### src/hw/rtl/rrc_pkg.sv
package rrc_pkg;

  localparam int unsigned MAX_ITEMS_DEF = 1024;
  localparam int unsigned VALUE_W       = 64;
  localparam int unsigned RANK_W        = 11;
  localparam int unsigned RANK_TDATA_W  = 16;

  // Control part of a token moving down the cell row.
  typedef struct packed {
    logic valid;
    logic full;
  } rrc_ctl_t;

endpackage

### src/hw/rtl/rrc_cell.sv
module rrc_cell #(
  parameter int unsigned CntW = 11,
  parameter int unsigned Idx  = 0
) (
  input  logic                          clk_i,
  input  logic                          rst_ni,
  input  logic                          en_i,
  input  rrc_pkg::rrc_ctl_t             ctl_i,
  input  logic [rrc_pkg::VALUE_W-1:0]   value_i,
  input  logic [CntW-1:0]               cnt_i,
  input  logic [CntW-1:0]               smaller_i,
  output rrc_pkg::rrc_ctl_t             ctl_o,
  output logic [rrc_pkg::VALUE_W-1:0]   value_o,
  output logic [CntW-1:0]               cnt_o,
  output logic [CntW-1:0]               smaller_o
);
  import rrc_pkg::*;

  localparam logic [CntW-1:0] CellIdx = CntW'(Idx);

  logic [VALUE_W-1:0] stored_q;
  rrc_ctl_t           ctl_q;
  logic [VALUE_W-1:0] value_q;
  logic [CntW-1:0]    cnt_q;
  logic [CntW-1:0]    smaller_q;
  logic               live;
  logic               hit;
  logic               keep;

  // Only cells below the token's set size hold values of its set.
  assign live = ctl_i.valid && !ctl_i.full;
  assign hit  = live && (CellIdx < cnt_i) && (stored_q < value_i);
  assign keep = live && (cnt_i == CellIdx);

  always_ff @(posedge clk_i) begin
    if (en_i && keep) begin
      stored_q <= value_i;
    end
  end

  always_ff @(posedge clk_i or negedge rst_ni) begin
    if (!rst_ni) begin
      ctl_q <= '0;
    end else if (en_i) begin
      ctl_q <= ctl_i;
    end
  end

  always_ff @(posedge clk_i) begin
    if (en_i) begin
      value_q   <= value_i;
      cnt_q     <= cnt_i;
      smaller_q <= smaller_i + {{(CntW-1){1'b0}}, hit};
    end
  end

  assign ctl_o     = ctl_q;
  assign value_o   = value_q;
  assign cnt_o     = cnt_q;
  assign smaller_o = smaller_q;

endmodule

### config.mk
export PLATFORM = sky130hd
export DESIGN_NAME = rrc_cell
export DESIGN_NICKNAME = d
export VERILOG_FILES = /design/src/hw/rtl/rrc_pkg.sv /design/src/hw/rtl/rrc_cell.sv
export SDC_FILE = /design/constraint.sdc
export NUM_CORES = 1
export LEC_CHECK = 0
export BUFFER_PORTS_ARGS = -buffer_cell sky130_fd_sc_hd__clkbuf_2
export CORE_MARGIN = 8
export CORE_UTILIZATION = 56
export CTS_BUF_LIST = sky130_fd_sc_hd__clkbuf_16
export DETAILED_ROUTE_END_ITERATION = 7
export PLACE_DENSITY = 0.83
export SLEW_MARGIN = 20
export SYNTH_ARGS = -nofsm -noshare
export SYNTH_HDL_FRONTEND = slang
export SYNTH_SLANG_ARGS = --single-unit
export TNS_END_PERCENT = 20
### constraint.sdc
create_clock -name clk_i -period 5.93 [get_ports clk_i]
set_clock_uncertainty 0.2 [all_clocks]
set_input_delay 0.8895 -clock clk_i [delete_from_list [all_inputs] [get_ports clk_i]]
set_output_delay 0.8895 -clock clk_i [all_outputs]
set_load 0.02 [all_outputs]
### Word level (Yosys, flattened, before mapping)

Cells that the tools add are included.
W data, S select, Z words.

* flip-flop bits (word level): 152
* latch bits: 0
* memory bits (writable): 0
* ROM bits: 0
* output and inout port bits: 88
* memories: 0

* $add $sub $neg: 1
* $mul: 0
* divide/modulo/power cells: 0
* $lt $le $gt $ge: 2
* eq/ne operators: 0
* shift operators: 0
* mux-type cells: 0
* bitwise logic cells: 0
* reduce and logical (&&, ||, !) cells: 7

Operators with widths (number)
* $lt A64 B64 Y1: 1
* $add A11 B1 Y11: 1
* $logic_not A11 Y1: 1
* $lt A1 B11 Y1 const A: 1
* $logic_and A1 B1 Y1: 5
* $logic_not A1 Y1: 1

### Logic depth before layout (Yosys ltp)

Gate-level depths: netlist (run 1).

* word-level depth: 5
* mapped depth: 13
* depth with buffers taken out: 13

### Least setup slack after synthesis (run 1)

Ideal clock, no wire load.

* kind: input -> register
* start: input value_i[61] (netlist name)
* end: register smaller_q[8] (netlist: smaller_o[8]) (data pin)
* setup time: 0.258 ns
* arrival time: 3.127 ns
* data required time: 5.472 ns
* path slack: 2.345 ns
* stages on the path: 13
* path buffers: 0
* cells stage by stage: inv_1 -> ha_1 -> a21o_1 -> a21o_1 -> a2111oi_0 -> o311ai_0 -> a31oi_1 -> and3_1 -> ha_1 -> ha_1 -> and3_1 -> nand3_1 -> xnor2_1

* word-level cells in the longest chain between the ends: 3

Ends and longest elaborated chain
* start, declared: line rrc_cell.sv:9 `input logic [rrc_pkg::VALUE_W-1:0] value_i,`
* $lt A64 B64 Y1: line rrc_cell.sv:32 `assign hit = live && (CellIdx < cnt_i) && (stored_q < value_i);`
* $logic_and A1 B1 Y1: line rrc_cell.sv:32
* $add A11 B1 Y11: line rrc_cell.sv:53 `smaller_q <= smaller_i + {{(CntW-1){1'b0}}, hit};`
* end signal, assigned: line rrc_cell.sv:53
* end, declared: line rrc_cell.sv:25 `logic [CntW-1:0] smaller_q;`

Every way passes these cells.
A chain may end at the register's enable or synchronous reset.

### Final worst setup path (run 1)

* start: input value_i[61] (netlist name)
* end: register smaller_q[10] (netlist: smaller_o[10]) (data pin)

Same word-level chain as after synthesis.

==> results by group, run 1 <==
Synth
  • Synth Register Bits: around 150
  • Mapped Nets: 560
  • Primary FF master, synth: edfxtp_1
  • Most numerous cell in the Yosys netlist: edfxtp_1
  • Ys Warns: 0
  • Synthesized netlist cell count: 404
  • Most instantiated cells after synthesis: edfxtp_1 (150), ha_1 (65), inv_1 (64)
  • Avg Cell Area, Syn: 15.8 um2
  • Number of enable flip-flop cells after synthesis: 150
  • Cell area after synthesis: 6370 um2
  • Synth area leader: edfxtp_1
  • Yosys cell types: 36
  • Sequential area share after synthesis: 71.5%
  • Post-synthesis async set-or-reset flop share: 1.32%
  • Synth top area cells: edfxtp_1 (71%), ha_1 (13%), inv_1 (3.8%)
  • Yosys top cell area share: 70.7%

Timing
  • Slew Limit Fails: 0
  • Count of final hold-check violations: 0
  • Fmax: between 200 and 300 MHz
  • Setup ws final: 2.14 ns
  • Rel. slew slack: 45.8%
  • Worst-Margin Slew: just over 0.8 ns
  • RSZ-0062 raised after global routing: no
  • Min Tclk post-route: 3.79 ns
  • TNS Setup: 0 ns
  • Setup-failing EPs final: 0
  • Final Cycle Share: 63.8%

Pwr
  • Sequential share of power: 50.6%
  • Power Dens Cells: 308 nW/um2
  • Maximum vdd drop: 206 uV
  • Internal: about 1900 uW
  • Clk pwr share: 40.0%
  • Leak: 0.00357 uW
  • Sw Share: 23.7%
  • Net Sw Power: 584 uW
  • Combinational Power Share: a little under a tenth
  • Total power: 2470 uW

Detailed routing
  • Routed wire per std cell: 18.6 um
  • Remaining antenna violation count: 0
  • Drt first pass iters: 6
  • Initial DRC Count: between 300 and 400
  • Via count: roughly 4.0k
  • Via/cell ratio: around 5.3
  • Post-route DRC: 0
  • Drt total wl: around 14 mm

Critical path
  • Data arrival, critical path: around 3.7 ns
  • CP Capture Type: register
  • Reg2reg start: stored_q[61]
  • Worst Setup Path Type: primary input to register
  • CP max FO: 4
  • Crit start category: primary input
  • Critical path launch point: value_i[61]
  • WP data required: 5.89 ns

CTS
  • Clock Tree Buf Depth: 2
  • H-tree Lvls: 4
  • Clock Tree Root: clkbuf_16
  • Hold_buf cts: 0
  • Gates resized, CTS repair: 0
  • TritonCTS clock tree: yes
  • CTS Buf Count: 17
  • # clock sinks: 152
  • Worst skew pair latency: 0.41 ns
  • Worst-path clk slew: 0.06 ns
  • Post-CTS setup buffers: 0

Outcome
  • Outcome: finished clean

Worst hold path
  • HP Class: primary input to async pin

Layout
  • Ant diodes: 0
  • Share of cells above drive strength 1: 34.9%
  • Utilization after layout: 71.0%
  • Area grow syn2layout: 25.5%
  • NumNets Final: 759
  • Filler-free cell count of the finished design: 759

Global routing
  • First-pass GRT wire length: 21.6 mm
  • Largest net degree at the start of global routing: 47
  • Initial antenna violation count: 0
  • Number of global-route vias before repair: about 4.4k
  • Gr usage total: 18.9%
  • Overflow after GRT: 0

Floorplanning
  • Die Y: about 120 um
  • CORE AREA: 11300 um2
  • Die W: about 120 um
  • Starting Density: 56.5%
  • Cell row count: 39
  • I/O Pins: 179
  • Die area: approximately 15000 um2

Job
  • Max Cap Violations: 0

Placed design
  • Inst Count DP: 727
  • Final RePlAce weighted congestion: 0.789
  • HPWL Detailed: between 10 and 15 mm
  • Pre-CTS setup slack: 1.75 ns
  • Port Buffer Count: 178
critical path: stages:
cell and delay (ns):
clkbuf_2 0.11, inv_1 0.05, ha_1 0.30, a21o_1 0.18, a21o_1 0.16, a2111oi_0 0.39
o311ai_0 0.28, a31oi_1 0.23, and3_1 0.19, ha_1 0.19, ha_1 0.23, and3_1 0.26
nand3_1 0.12, xnor2_1 0.14
power groups by stage:
| stage | registers (uW) | logic [uW] | clock network (uW) |
|---|---|---|---|
| finish | 1250 | 230 | 988 |
| global route | 1250 | 250 | 1050 |
| CTS | 1250 | 233 | 1010 |
| detailed placement | 1270 | 231 | 0 |
| global placement | 1270 | 223 | 0 |
| floorplan | 1330 | 47.6 | 0 |
through the flow:
stage / hold WS (ns) / area (um2)
floorplan: 0.394 / 6370
global placement: 0.291 / 7460
detailed placement: 0.326 / 7460
CTS: 0.0465 / 8000
global route: 0.0402 / 8000
finish: 0.0656 / 8000
state kept, by name (all words and copies together) (netlist names):
name	count
smaller_o	11
value_o	64
stored_q	64
ctl_o	2
cnt_o	11
cell usage in the layout (no fill, tap or decap), types with 4 or more instances in the layout:
cell type,synthesis,layout
clkinv_2,0,4
and3_1,6,6
inv_1,64,65
nor2_1,5,5
nand3_1,9,9
edfxtp_1,150,150
o21ai_0,4,4
clkbuf_2,0,177
nand4_1,10,10
nand2_1,17,17
a21oi_1,20,20
clkbuf_16,0,17
xnor2_1,7,7
ha_1,65,65
o21ai_1,5,5
a21o_1,5,5
area by class of cell:
| type | count | area, um2 |
|---|---|---|
| Timing Repair Buffer | 180 | 908 |
| Tap cell | 143 | 179 |
| Inverter | 64 | 240 |
| Sequential cell | 152 | 4550 |
| Clock inverter | 15 | 114 |
| Multi-Input combinational cell | 188 | 1580 |
| Fill cell | 742 | 3270 |
| Clock buffer | 17 | 425 |
path summary, 6_finish.rpt:
check	depth (start not counted)	slack (ns)	to
setup / recovery	14	2.14	smaller_o[10]
setup reg to reg	12	2.40	smaller_o[10]
min in group clk_i	1	0.34	ctl_o[0]
hold reg to reg	1	0.34	ctl_o[0]
hold / removal	1	0.07	ctl_o[1]
max in group asynchronous	1	5.36	ctl_o[0]
cells by family (layout without fill, tap and decap cells):
family,Yosys count,after routing,synth area share [%]
adder cells (fa/ha/maj),65,65,12.8
buffers and inverters,64,276,3.77
flip-flops,152,152,71.5
multiplexers,2,2,0.353
AO/OA/AOI/OAI,49,49,4.85
XOR/XNOR,9,9,1.24
AND/OR/NAND/NOR,63,63,5.54
metal layers:
metal	up-vias	track usage (%)	wire (um)
li1	1911	-	-
met1	1942	21.0	5540
met2	158	33.0	7240
met3	14	7.08	1230
met4	0	6.25	140
met5	-	0	0
No activity file was read; power rests on OpenSTA's default activity.
==> inputs of run 2 (changes only) <==
CORE_UTILIZATION = 52   (was 56)
PLACE_DENSITY = 0.78   (was 0.83)
clock period = 3.8 ns   (was 5.93 ns; I/O delays follow)
==> run 2 against run 1 <==
  * Core utilization is 3.1 points lower
  * Combinational power up 57%
  * Highest routed layer unchanged
  * Register-to-register slack worse by 2.0 ns
  * Via count shrank 1.5%
  * Sequential cell count unchanged
  * Largest power group unchanged
  * Critical path depth is 1 lower
  * Clock power rose by 78%
  * Total power grew 65%
==> results by group, run 2 (synthesis results as in run 1) <==
Timing
  • Rel. slew slack: 55.9% (+10 points)
  • Worst-Margin Slew: 0.661 ns (-0.153 ns)
  • WHS: 0.147 ns (+0.0809 ns)
  • Final Cycle Share: 89.6%
  • RSZ-0062 raised after global routing: no
  • Count of final hold-check violations: 0 (unchanged)
  • Min Tclk post-route: 3.40 ns
  • Slew Limit Fails: 0 (unchanged)
  • TNS Setup: 0 ns (unchanged)
  • Setup-failing EPs final: 0 (unchanged)
  • Fmax: 294 MHz

Detailed routing
  • Post-route DRC: 0 (unchanged)
  • Remaining antenna violation count: 0 (unchanged)
  • Initial DRC Count: 181 (-47%)
  • Drt first pass iters: 4 (-2)
  • Routed wire per std cell: 17.7 um (-5.0%)
  • Drt total wl: 13.6 mm (-3.6%)
  • Via count: 3963 (-1.5%)
  • Via/cell ratio: 5.15 (-2.9%)

Placed design
  • Final RePlAce weighted congestion: 0.791 (+0.18%)
  • HPWL Detailed: 10.5 mm (+0.68%)
  • Port Buffer Count: 178 (unchanged)

Critical path
  • Crit start category: register
  • Top Family by Delay on Critical Path: simple AND/OR/NAND/NOR gates
  • Data arrival, critical path: 3.37 ns (-0.37 ns)
  • Critical path's slowest cell: nor4_1
  • Slowest stage delay, CP: 0.48 ns (+0.09 ns)
  • CP max FO: 3 (-1)
  • Worst Setup Path Type: register to register
  • Crit path top cell by count: ha_1
  • Crit path cell chain: ha_1 > nand2_1 > nor4_1 > nand3_1 > o311ai_0 > buf_4 > nand4_1 > and3_1 > ha_1 > ha_1 > and3_1 > nand3_1 > xnor2_1
  • WP data required: 3.77 ns (-2.12 ns)
  • CP Capture Type: register
  • Worst Path Buf+Inv: 1 (-1)

CTS
  • # clock sinks: 152 (unchanged)
  • Clock Tree Root: clkbuf_16
  • Worst skew pair latency: 0.42 ns (about the same)
  • Worst-path clk slew: 0.06 ns (about the same)
  • Clock Tree Buf Depth: 2 (unchanged)
  • H-tree Lvls: 4 (unchanged)
  • TritonCTS clock tree: yes
  • CTS Buf Count: 17 (unchanged)
  • Gates resized, CTS repair: 0 (unchanged)

Floorplanning
  • I/O Pins: 179 (unchanged)
  • Cell row count: 40 (+2.6%)
  • CORE AREA: 12000 um2 (+6.6%)
  • Die W: 127 um (+3.3%)
  • Die Y: 127 um (+3.3%)
  • Starting Density: 53.0% (-3.5 points)
  • Die area: 16100 um2 (+6.7%)

Global routing
  • Gr usage total: 17.4% (-1.5 points)
  • Overflow after GRT: 0 (unchanged)
  • Largest net degree at the start of global routing: 53 (+13%)
  • First-pass GRT wire length: 21.4 mm (-0.89%)
  • Number of global-route vias before repair: 4256 (-3.2%)
  • Initial antenna violation count: 0 (unchanged)

Pwr
  • Leak: 0.00365 uW (+2.2%)
  • Sw Share: 22.4% (-1.3 points)
  • Combinational Power Share: 8.9% (-0.4 points)
  • Maximum vdd drop: 376 uV (+82%)
  • Clk pwr share: 43.2% (+3.2 points)
  • Power Dens Cells: 499 nW/um2 (+62%)
  • Net Sw Power: 911 uW (+56%)
  • Sequential share of power: 47.9% (-2.7 points)
  • Internal: 3150 uW (+68%)
  • Total power: 4060 uW (+65%)

Outcome
  • Outcome: finished clean

Layout
  • NumNets Final: 766 (+0.92%)
  • Ant diodes: 0 (unchanged)
  • Most frequent cells in the layout: clkbuf_2 (177), edfxtp_1 (150), inv_1 (65), ha_1 (65), a21oi_1 (20)
  • Most common cell after layout, fill and taps aside: clkbuf_2
  • Area grow syn2layout: 27.9%
  • Utilization after layout: 67.8% (-3.1 points)
  • Share of cells above drive strength 1: 35.8% (+0.89 points)

Worst hold path
  • HP Class: primary input to register

Job
  • Max Cap Violations: 0 (unchanged)
run 2: power by group through the flow:
stage                     logic, uW  clock network (uW)  registers [uW]
after floorplan                74.3                   0            2080
after global placement          352                   0            1980
after detailed placement        363                   0            1980
after CTS                       367                1790            1950
after global routing            393                1850            1960
final                           360                1760            1950
run 2: final cells by class:
| class | count | area [um2] |
|---|---|---|
| clock buffers | 17 | 425 |
| inverters | 64 | 240 |
| multi-input cells | 188 | 1580 |
| flip-flops and latches | 152 | 4550 |
| clock inverters | 15 | 201 |
| well taps | 147 | 184 |
| fillers | 827 | 3860 |
| repair buffers | 187 | 963 |
run 2: through the flow:
stage	instance area (um2)	instances	setup slack, ns
after floorplan	6370	404	0.535
after global placement	7510	737	0.196
after detailed placement	7510	737	0.0691
after CTS	8150	770	0.401
after global routing	8150	770	0.183
final	8150	770	0.397
run 2: per-layer routing:
| layer | up-vias | wire (um) | global-route usage (%) |
|---|---|---|---|
| met1 | 1857 | 5570 | 19.4 |
| met2 | 150 | 6750 | 29.4 |
| met3 | 19 | 1080 | 7.00 |
| met5 | - | 0 | 0 |
| met4 | 0 | 238 | 6.79 |
| li1 | 1937 | - | - |
run 2: what timing repair did:
| item | 4_1_cts | 5_1_grt |
|---|---|---|
| hold buffers | 1 | 0 |
| endpoints found under the hold margin | 2 | 0 |
| buffers inserted | 0 | 0 |
run 2: final timing paths:
check                           slack (ns)          from  depth (start not counted)            end
worst min-delay path                  0.15     cnt_i[10]                          1      cnt_o[10]
worst max-delay path                  0.40  stored_q[15]                         13  smaller_o[10]
worst max register to register        0.40  stored_q[15]                         13  smaller_o[10]
worst min register to register        0.31      ctl_o[0]                          1       ctl_o[0]
max in group asynchronous             3.02        rst_ni                          2       ctl_o[1]
min in group asynchronous             0.28        rst_ni                          2       ctl_o[0]
==> inputs of run 3 (changes only) <==
SETUP_SLACK_MARGIN = 0.4   (was unset)
==> run 3 against run 2 <==
  * Via count is 0.23% higher
  * Critical endpoint is now smaller_o[8]
  * Total power is essentially flat
  * Final area up 0.55%
  * Critical path type unchanged
  * Sequential power is essentially flat
  * Count of clock-buffer cells in the layout did not move
  * Largest cell class unchanged
  * Final cell count increased by 0.13%
  * First-iteration DRC count unchanged
  * Routed wire length rose by 0.28%
  * Die area unchanged
==> results by group, run 3 (synthesis results as in run 1) <==
Outcome
  • Outcome: finished clean

Detailed routing
  • Post-route DRC: 0 (unchanged)
  • Via/cell ratio: 5.15 (about the same)
  • Routed wire per std cell: 17.7 um (+0.15%)
  • Drt total wl: 13.7 mm (+0.28%)
  • Remaining antenna violation count: 0 (unchanged)
  • Via count: 3972 (+0.23%)
  • Drt first pass iters: 4 (unchanged)
  • Initial DRC Count: 181 (unchanged)

Timing
  • Fmax: 313 MHz (+6.7%)
  • Setup ws final: 0.609 ns (+0.212 ns)
  • Final Cycle Share: 84.0% (-5.6 points)
  • Min Tclk post-route: 3.19 ns (-0.212 ns)
  • Slew Limit Fails: 0 (unchanged)
  • Setup-failing EPs final: 0 (unchanged)
  • Worst-Margin Slew: 0.653 ns (-0.00749 ns)
  • Count of final hold-check violations: 0 (unchanged)
  • Rel. slew slack: 56.4% (+0.50 points)
  • RSZ-0062 raised after global routing: no
  • TNS Setup: 0 ns (unchanged)

Floorplanning
  • Starting Density: 53.0% (unchanged)
  • CORE AREA: 12000 um2 (unchanged)
  • I/O Pins: 179 (unchanged)
  • Die Y: 127 um (unchanged)
  • Die W: 127 um (unchanged)
  • Cell row count: 40 (unchanged)
  • Die area: 16100 um2 (unchanged)

Layout
  • Share of cells above drive strength 1: 36.5% (+0.74 points)
  • Final instance area: 8190 um2 (+0.55%)
  • Most common cell after layout, fill and taps aside: clkbuf_2
  • NumNets Final: 767 (+0.13%)
  • Area grow syn2layout: 28.6%
  • Ant diodes: 0 (unchanged)
  • Most frequent cells in the layout: clkbuf_2 (177), edfxtp_1 (150), inv_1 (65), ha_1 (65), a21oi_1 (20)

Critical path
  • Reg2reg start: stored_q[61]
  • Reg2reg end: smaller_o[8]
  • CP max FO: 3 (unchanged)
  • Crit start category: register
  • Reg2Reg Setup Slack: 0.61 ns (+0.21 ns)
  • WP data required: 3.77 ns (about the same)
  • Reg2reg path depth: 12 (-1)
  • CP Capture Type: register
  • Data arrival, critical path: 3.16 ns (-0.21 ns)
  • Worst Setup Path Type: register to register

CTS
  • Worst-path clk slew: 0.06 ns (about the same)
  • CTS Buf Count: 17 (unchanged)
  • Clock Tree Buf Depth: 2 (unchanged)
  • Worst skew pair latency: 0.42 ns (about the same)
  • TritonCTS clock tree: yes
  • # clock sinks: 152 (unchanged)
  • Clock Tree Root: clkbuf_16
  • H-tree Lvls: 4 (unchanged)

Placed design
  • Port Buffer Count: 178 (unchanged)
  • Area after DPL: 7510 um2 (unchanged)
  • Final RePlAce weighted congestion: 0.791 (unchanged)
  • Pre-CTS setup slack: 0.0691 ns (unchanged)
  • HPWL Detailed: 10.5 mm (unchanged)

Pwr
  • Power Dens Cells: 496 nW/um2 (-0.47%)
  • Sw Share: 22.4% (about the same)
  • Clk pwr share: 43.2% (about the same)
  • Sequential share of power: 47.9% (about the same)
  • Net Sw Power: 912 uW (+0.17%)
  • Maximum vdd drop: 376 uV (about the same)
  • Combinational Power Share: 8.9% (about the same)
  • Total power: 4070 uW (about the same)
  • Internal: 3160 uW (about the same)
  • Leak: 0.00365 uW (+0.16%)

Global routing
  • First-pass GRT wire length: 21.4 mm (unchanged)
  • Largest net degree at the start of global routing: 53 (unchanged)
  • Initial antenna violation count: 0 (unchanged)
  • Number of global-route vias before repair: 4256 (unchanged)
  • Gr usage total: 17.4% (unchanged)
  • Overflow after GRT: 0 (unchanged)

Worst hold path
  • Hold depth: 1 (unchanged)
  • HP Class: primary input to register
  • Hold path endpoint: cnt_o[10]
  • Worst Hold Launch: cnt_i[10]

Job
  • Max Cap Violations: 0 (unchanged)
[run 3: changes by cell type in the layout (fill, tap and decap cells not counted), sizes merged]
cell | before | now
buf | 9 | 10
[run 3: power groups by stage]
stage          Clock, uW  Combinational, uW  Sequential (uW)
6_report            1760                364             1950
5_1_grt             1850                397             1960
4_1_cts             1790                367             1950
3_5_place_dp           0                363             1980
3_3_place_gp           0                352             1980
2_1_floorplan          0               74.3             2080
[run 3: area by class of cell]
cell class / instances / area (um2)
Sequential cell: 152 / 4550
Fill cell: 817 / 3820
Multi-Input combinational cell: 188 / 1620
Timing Repair Buffer: 188 / 971
Clock buffer: 17 / 425
Inverter: 64 / 240
Clock inverter: 15 / 201
Tap cell: 147 / 184
[run 3: worst max path at each step]
stage,startpoint,end,slack (ns),cells past startpoint
floorplan,value_i[61],smaller_o[8],0.53,13
global placement,value_i[61],smaller_o[10],0.20,13
detailed placement,value_i[61],smaller_o[10],0.07,14
CTS,stored_q[15],smaller_o[10],0.40,13
global route,stored_q[15],smaller_o[10],0.41,13
finish,stored_q[61],smaller_o[8],0.61,12
[run 3: routing by layer]
metal	part of all wire, %	global-route usage, %
met3	7.9	7.00
met4	1.8	6.79
met2	49	29.4
met5	0	0
met1	41	19.4
[run 3: critical path, cell delays in order (launching register included)]
cell	delay, ns
edfxtp_1	0.38
ha_1	0.30
a21o_1	0.19
a21o_1	0.20
a2111oi_4	0.34
o311ai_2	0.17
a31oi_1	0.23
and3_1	0.19
ha_1	0.16
ha_1	0.17
and3_4	0.20
nand3_1	0.09
xnor2_1	0.13
[run 3: repair_timing]
action,4_1_cts,5_1_grt
hold buffers,1,0
setup buffers,0,1
resized for setup,0,8
setup endpoints to repair,0,7
hold endpoints to repair,2,0
[run 3: through the flow]
step / hold slack [ns] / utilization, % / std cells
final: 0.147 / 68.2 / 771
after global routing: 0.127 / 68.2 / 771
after CTS: 0.117 / 67.8 / 770
after detailed placement: 0.157 / 62.5 / 737
after global placement: 0.155 / 62.5 / 737
after floorplan: 0.0744 / - / 404
